==> src/rtl/ikf_pkg.sv <==
package ikf_pkg;

	localparam int unsigned FRAC_BITS = 16;
	localparam int unsigned REG_FRAC  = 16;
	localparam int unsigned DW        = 32;

	localparam logic [15:0] TIME_STEP_RST = 16'd3277;
	localparam logic [15:0] Q_ANGLE_RST   = 16'd66;
	localparam logic [15:0] Q_BIAS_RST    = 16'd197;
	localparam logic [23:0] R_RST         = 24'd1966;

	localparam int unsigned CFG_IDX_W  = 2;
	localparam int unsigned CFG_DATA_W = 24;

	localparam logic [CFG_IDX_W-1:0] REG_TIME_STEP = 2'd0;
	localparam logic [CFG_IDX_W-1:0] REG_Q_ANGLE   = 2'd1;
	localparam logic [CFG_IDX_W-1:0] REG_Q_BIAS    = 2'd2;
	localparam logic [CFG_IDX_W-1:0] REG_R         = 2'd3;

	// datapath operations, one per controller step
	typedef enum logic [4:0] {
		OP_NOP,
		OP_RATE,      // rate = sat(gyro - bias)
		OP_M_RATE_DT, // mul rate*dt
		OP_ANGLE_P,   // angle += prod
		OP_M_P11_DT,  // mul p11*dt -> t11
		OP_INNER,     // inner = sat(t11 - p01 - p10 + qa)
		OP_M_INN_DT,  // mul inner*dt
		OP_P00,       // p00 += prod
		OP_P01_P10,   // p01 -= t11, p10 -= t11
		OP_M_QB_DT,   // mul qb*dt
		OP_P11,       // p11 += prod
		OP_DIV0,      // start divide p00/s
		OP_DIV1,      // start divide p10/s
		OP_ERR,       // err = sat(meas - angle)
		OP_M_K0_ERR,
		OP_ANGLE_C,
		OP_M_K1_ERR,
		OP_BIAS_C,
		OP_M_K0_P00,
		OP_C00,
		OP_M_K0_P01,
		OP_C01,
		OP_M_K1_P00,
		OP_C10,
		OP_M_K1_P01,
		OP_C11,
		OP_COMMIT     // load state and result register
	} op_t;

	typedef enum logic [2:0] {
		ST_IDLE,
		ST_RUN,
		ST_WAIT_MUL,
		ST_WAIT_DIV,
		ST_OUT
	} state_t;

	typedef struct packed {
		op_t  op;
		logic mul_start;
		logic div_start;
	} cmd_t;

	typedef struct packed {
		logic mul_done;
		logic div_done;
	} sts_t;

endpackage

==> src/rtl/ikf_ctrl.sv <==
// Step sequencer: walks the op list, waits on multiplier and divider.
module ikf_ctrl (
	input  logic          clk,
	input  logic          arst_n,
	input  logic          in_valid,
	output logic          in_ready,
	output logic          out_valid,
	input  logic          out_ready,
	output logic          load,
	output ikf_pkg::cmd_t cmd,
	input  ikf_pkg::sts_t sts
);
	ikf_pkg::state_t st_q, st_d;
	ikf_pkg::op_t    op_q, op_d;
	logic            is_mul, is_div;

	always_comb begin
		is_mul = 1'b0;
		is_div = 1'b0;
		case (op_q)
			ikf_pkg::OP_M_RATE_DT, ikf_pkg::OP_M_P11_DT, ikf_pkg::OP_M_INN_DT,
			ikf_pkg::OP_M_QB_DT, ikf_pkg::OP_M_K0_ERR, ikf_pkg::OP_M_K1_ERR,
			ikf_pkg::OP_M_K0_P00, ikf_pkg::OP_M_K0_P01, ikf_pkg::OP_M_K1_P00,
			ikf_pkg::OP_M_K1_P01: is_mul = 1'b1;
			ikf_pkg::OP_DIV0, ikf_pkg::OP_DIV1: is_div = 1'b1;
			default: ;
		endcase
	end

	// next state
	always_comb begin
		st_d = st_q;
		op_d = op_q;
		case (st_q)
			ikf_pkg::ST_IDLE: if (in_valid) begin
				st_d = ikf_pkg::ST_RUN; op_d = ikf_pkg::OP_RATE;
			end
			ikf_pkg::ST_RUN: begin
				if (is_mul)      st_d = ikf_pkg::ST_WAIT_MUL;
				else if (is_div) st_d = ikf_pkg::ST_WAIT_DIV;
				else if (op_q == ikf_pkg::OP_COMMIT) st_d = ikf_pkg::ST_OUT;
				else op_d = ikf_pkg::op_t'(op_q + 1'b1);
			end
			ikf_pkg::ST_WAIT_MUL: if (sts.mul_done) begin
				st_d = ikf_pkg::ST_RUN; op_d = ikf_pkg::op_t'(op_q + 1'b1);
			end
			ikf_pkg::ST_WAIT_DIV: if (sts.div_done) begin
				st_d = ikf_pkg::ST_RUN; op_d = ikf_pkg::op_t'(op_q + 1'b1);
			end
			ikf_pkg::ST_OUT: if (out_ready) st_d = ikf_pkg::ST_IDLE;
			default: st_d = ikf_pkg::ST_IDLE;
		endcase
	end

	// outputs
	always_comb begin
		in_ready  = (st_q == ikf_pkg::ST_IDLE);
		out_valid = (st_q == ikf_pkg::ST_OUT);
		load      = in_ready && in_valid;
		cmd.op        = (st_q == ikf_pkg::ST_IDLE || st_q == ikf_pkg::ST_OUT)
		                ? ikf_pkg::OP_NOP : op_q;
		cmd.mul_start = (st_q == ikf_pkg::ST_RUN) && is_mul;
		cmd.div_start = (st_q == ikf_pkg::ST_RUN) && is_div;
	end

	always_ff @(posedge clk or negedge arst_n) begin
		if (!arst_n) begin
			st_q <= ikf_pkg::ST_IDLE;
			op_q <= ikf_pkg::OP_NOP;
		end else begin
			st_q <= st_d;
			op_q <= op_d;
		end
	end
endmodule

==> config.mk <==
export PLATFORM = sky130hd
export DESIGN_NAME = ikf_ctrl
export DESIGN_NICKNAME = d
export VERILOG_FILES = /design/src/rtl/ikf_pkg.sv /design/src/rtl/ikf_ctrl.sv
export SDC_FILE = /design/constraint.sdc
export NUM_CORES = 1
export LEC_CHECK = 0
export BUFFER_PORTS_ARGS = -buffer_cell sky130_fd_sc_hd__buf_4
export CAP_MARGIN = 20
export CELL_PAD_IN_SITES_DETAIL_PLACEMENT = 0
export CELL_PAD_IN_SITES_GLOBAL_PLACEMENT = 1
export CORE_UTILIZATION = 39
export CTS_CLUSTER_SIZE = 8
export DETAILED_ROUTE_END_ITERATION = 10
export PLACE_DENSITY_LB_ADDON = 0.12
export SYNTH_ARGS = -nofsm -noshare
export SYNTH_HDL_FRONTEND = slang
export SYNTH_SLANG_ARGS = --single-unit
export TNS_END_PERCENT = 1
==> constraint.sdc <==
create_clock -name clk -period 2.5 [get_ports clk]
set_input_delay 0.25 -clock clk [delete_from_list [all_inputs] [get_ports clk]]
set_output_delay 0.25 -clock clk [all_outputs]
set_load 0.02 [all_outputs]
==> metrics.yaml <==
crit_arrival_ns: 2.21
hold_end: "st_q[2]"
async_flop_share_pct: 100
r2r-end: "op_q[1]"
syn_area_per_cell_um2: 9.20
rows: 15
cts_resized: 0
yosysWarnings: 0
start_util_pct: 42.2
grt_util_all_layers_pct: 18.1
grt_max_degree: 14
cp.depth: 7
cap_violations: 0
min_path_cells: 3
max_stage_delay_ns: 0.39
path_class: "reg2reg"
drive_gt1_share_pct: 29.5
preCtsSetupSlack_ns: 0.450
reg2reg_depth: 7
cts_buffers: 3
ant_nets: 0
first_iter_violations: 7
die_w_um: 45.4
fmax_ghz: 0.483
grt_pass1_vias: 556
synth_cells: 80
finClkSkew_ns: 0.00603
min-delay-start: "out_ready"
final-hold-violation-count: 0
antenna_cells: 0
wl_per_cell_um: 13.6
status: "finished clean"
wirelength_um: 1640
ys.flop_type: "dfrtp_1"
synth.distinct_cells: 38
period_minus_slack_ns: 2.07
fin_tns_setup_ns: 0
yosys-top-cells-count: "8 x dfrtp_1, 5 x a21oi_1, 5 x inv_1, 5 x nor3_1"
setup_slack_ns: 0.429
max_slew_margin_pct: 61.3
synthTopCellsByArea: "dfrtp_1 27%, ha_1 6.8%, a41oi_2 4.4%, mux2_4 4.1%, a21oi_1 3.4%"
grt_pass1_wl_um: 2620
fin_crit_sh_pct: 82.8
overflow: 0
syn2layout_area_growth_pct: 20.4
fin_nets: 107
core_um2: 1750
vias: 650
viasPerCell: 5.42
ioPinCount: 16
slowest_stage: "dfrtp_1"
r2r_slack_ns: 0.43
htree_levels: 1
drc_errors: 0
end_kind: "flop"
min_path_type: "in2reg"
crit_family: "multiplexers"
maxSlewViolCount: 0
setup_viol: 0
ir_drop_mv: 0.639
post-synth-top-count-cell: "dfrtp_1"
yosysTopAreaCell: "dfrtp_1"
synth_edf_count: 0
critical_path.max_fanout: 5
antenna_found_initial: 0
clk_latency_ns: 0.25
rsz0062_at_grt: "false"
ys_seq_elements: 8
critPathRequiredTime_ns: 2.63
power_density_nw_per_um2: 1250
p_leak_nw: 0.416
clock_sinks: 8
synthesis.area_um2: 736
synth.top_cell.area_share_pct: 27.2
hpwl_um: 1220
ys_seq_area_share_pct: 27.2
syn_nets: 90
dr.pass1.iters: 4
start_kind: "flop"
worstMarginPinSlew_ns: 0.579
place_congestion: 0.829
die_h_um: 45.4
clock-root-buffer: "clkbuf_4"
fin_util_pct: 50.8
fillers: 185
r2r-start: "op_q[0]"
clockBufferDepth: 2
die_area_um2: 2060
clk_pin_slew_worst_paths_ns: 0.06
io_buffers: 15
cp_cell_sequence: "inv_1, ha_1, mux2_1, a32oi_1, a41oi_2, nor2b_4, mux2_4"
crit_buf_inv: 1
cts_tree: "done"
## stage by stage
stage	hold WS [ns]	total power [mW]	instances	cell area (um2)
2_1_floorplan	-0.0456	0.829	80	736
3_3_place_gp	0.0800	1.01	116	853
3_5_place_dp	0.0800	1.00	116	853
4_1_cts	0.248	1.11	120	886
5_1_grt	0.248	1.19	120	886
6_report	0.252	1.11	120	886
## worst min-delay path, stage by stage
cell and delay [ns]:
buf_4 0.07, or3_1 0.08, a21oi_1 0.06
## metal layers
| layer | GRT usage (%) | share of wire, % |
|---|---|---|
| met1 | 28.3 | 52 |
| met2 | 23.7 | 43 |
| met3 | 3.57 | 3.6 |
| met4 | 7.27 | 0.73 |
| met5 | 0 | 0 |
## where the power goes
part | internal (mW) | leakage (nW) | switching (mW)
combinational | 0.348 | 0.304 | 0.369
clock | 0.0552 | 0.0138 | 0.0473
sequential | 0.182 | 0.0990 | 0.109
total | 0.585 | 0.416 | 0.525
## area by class of cell
| class | count | area (um2) | share of cell area (%) |
|---|---|---|---|
| Timing Repair Buffer | 16 | 123 | 13.8 |
| Tap cell | 25 | 31.3 | 3.53 |
| Clock buffer | 3 | 22.5 | 2.54 |
| Multi-Input combinational cell | 62 | 487 | 54.9 |
| Inverter | 6 | 22.5 | 2.54 |
| Sequential cell | 8 | 200 | 22.6 |
## worst max path at each step
stage                        from      end  slack (ns)
after floorplan           op_q[0]  op_q[1]        0.57
after global placement    op_q[0]  op_q[1]        0.49
after detailed placement  op_q[0]  op_q[1]        0.45
after CTS                 op_q[0]  op_q[1]        0.45
after global routing      op_q[0]  op_q[1]        0.35
final                     op_q[0]  op_q[1]        0.43
## flip-flops by register name, summed over array words and instances, names as in the netlist
signal and cells:
op_q 5, st_q 3
## what timing repair did
| item | 4_1_cts | 5_1_grt |
|---|---|---|
| endpoints found under the hold margin | 8 | 0 |
| hold buffers | 1 | 0 |
| endpoints found under the setup margin | 0 | 0 |
| setup buffers | 0 | 0 |
## cell families after synthesis
family                     Yosys count  synth area share, %
buffers and inverters               10                 6.63
AOI/OAI and AO/OA                   20                 20.9
adders and majority gates            4                 6.80
muxes                                5                 8.50
DFF                                  8                 27.2
and+or+nand+nor                     33                 29.9
## cells in the final DEF, fill, tap and decap left out, types with 3 or more instances in the layout
master	count
buf_4	15
dfrtp_1	8
inv_1	5
nor3_1	5
a21oi_1	5
nor2_1	4
nor2b_1	4
ha_1	4
nand4_1	3
or3_1	3
o21ai_0	3
clkbuf_4	3
(Power assumes the default switching activity.)
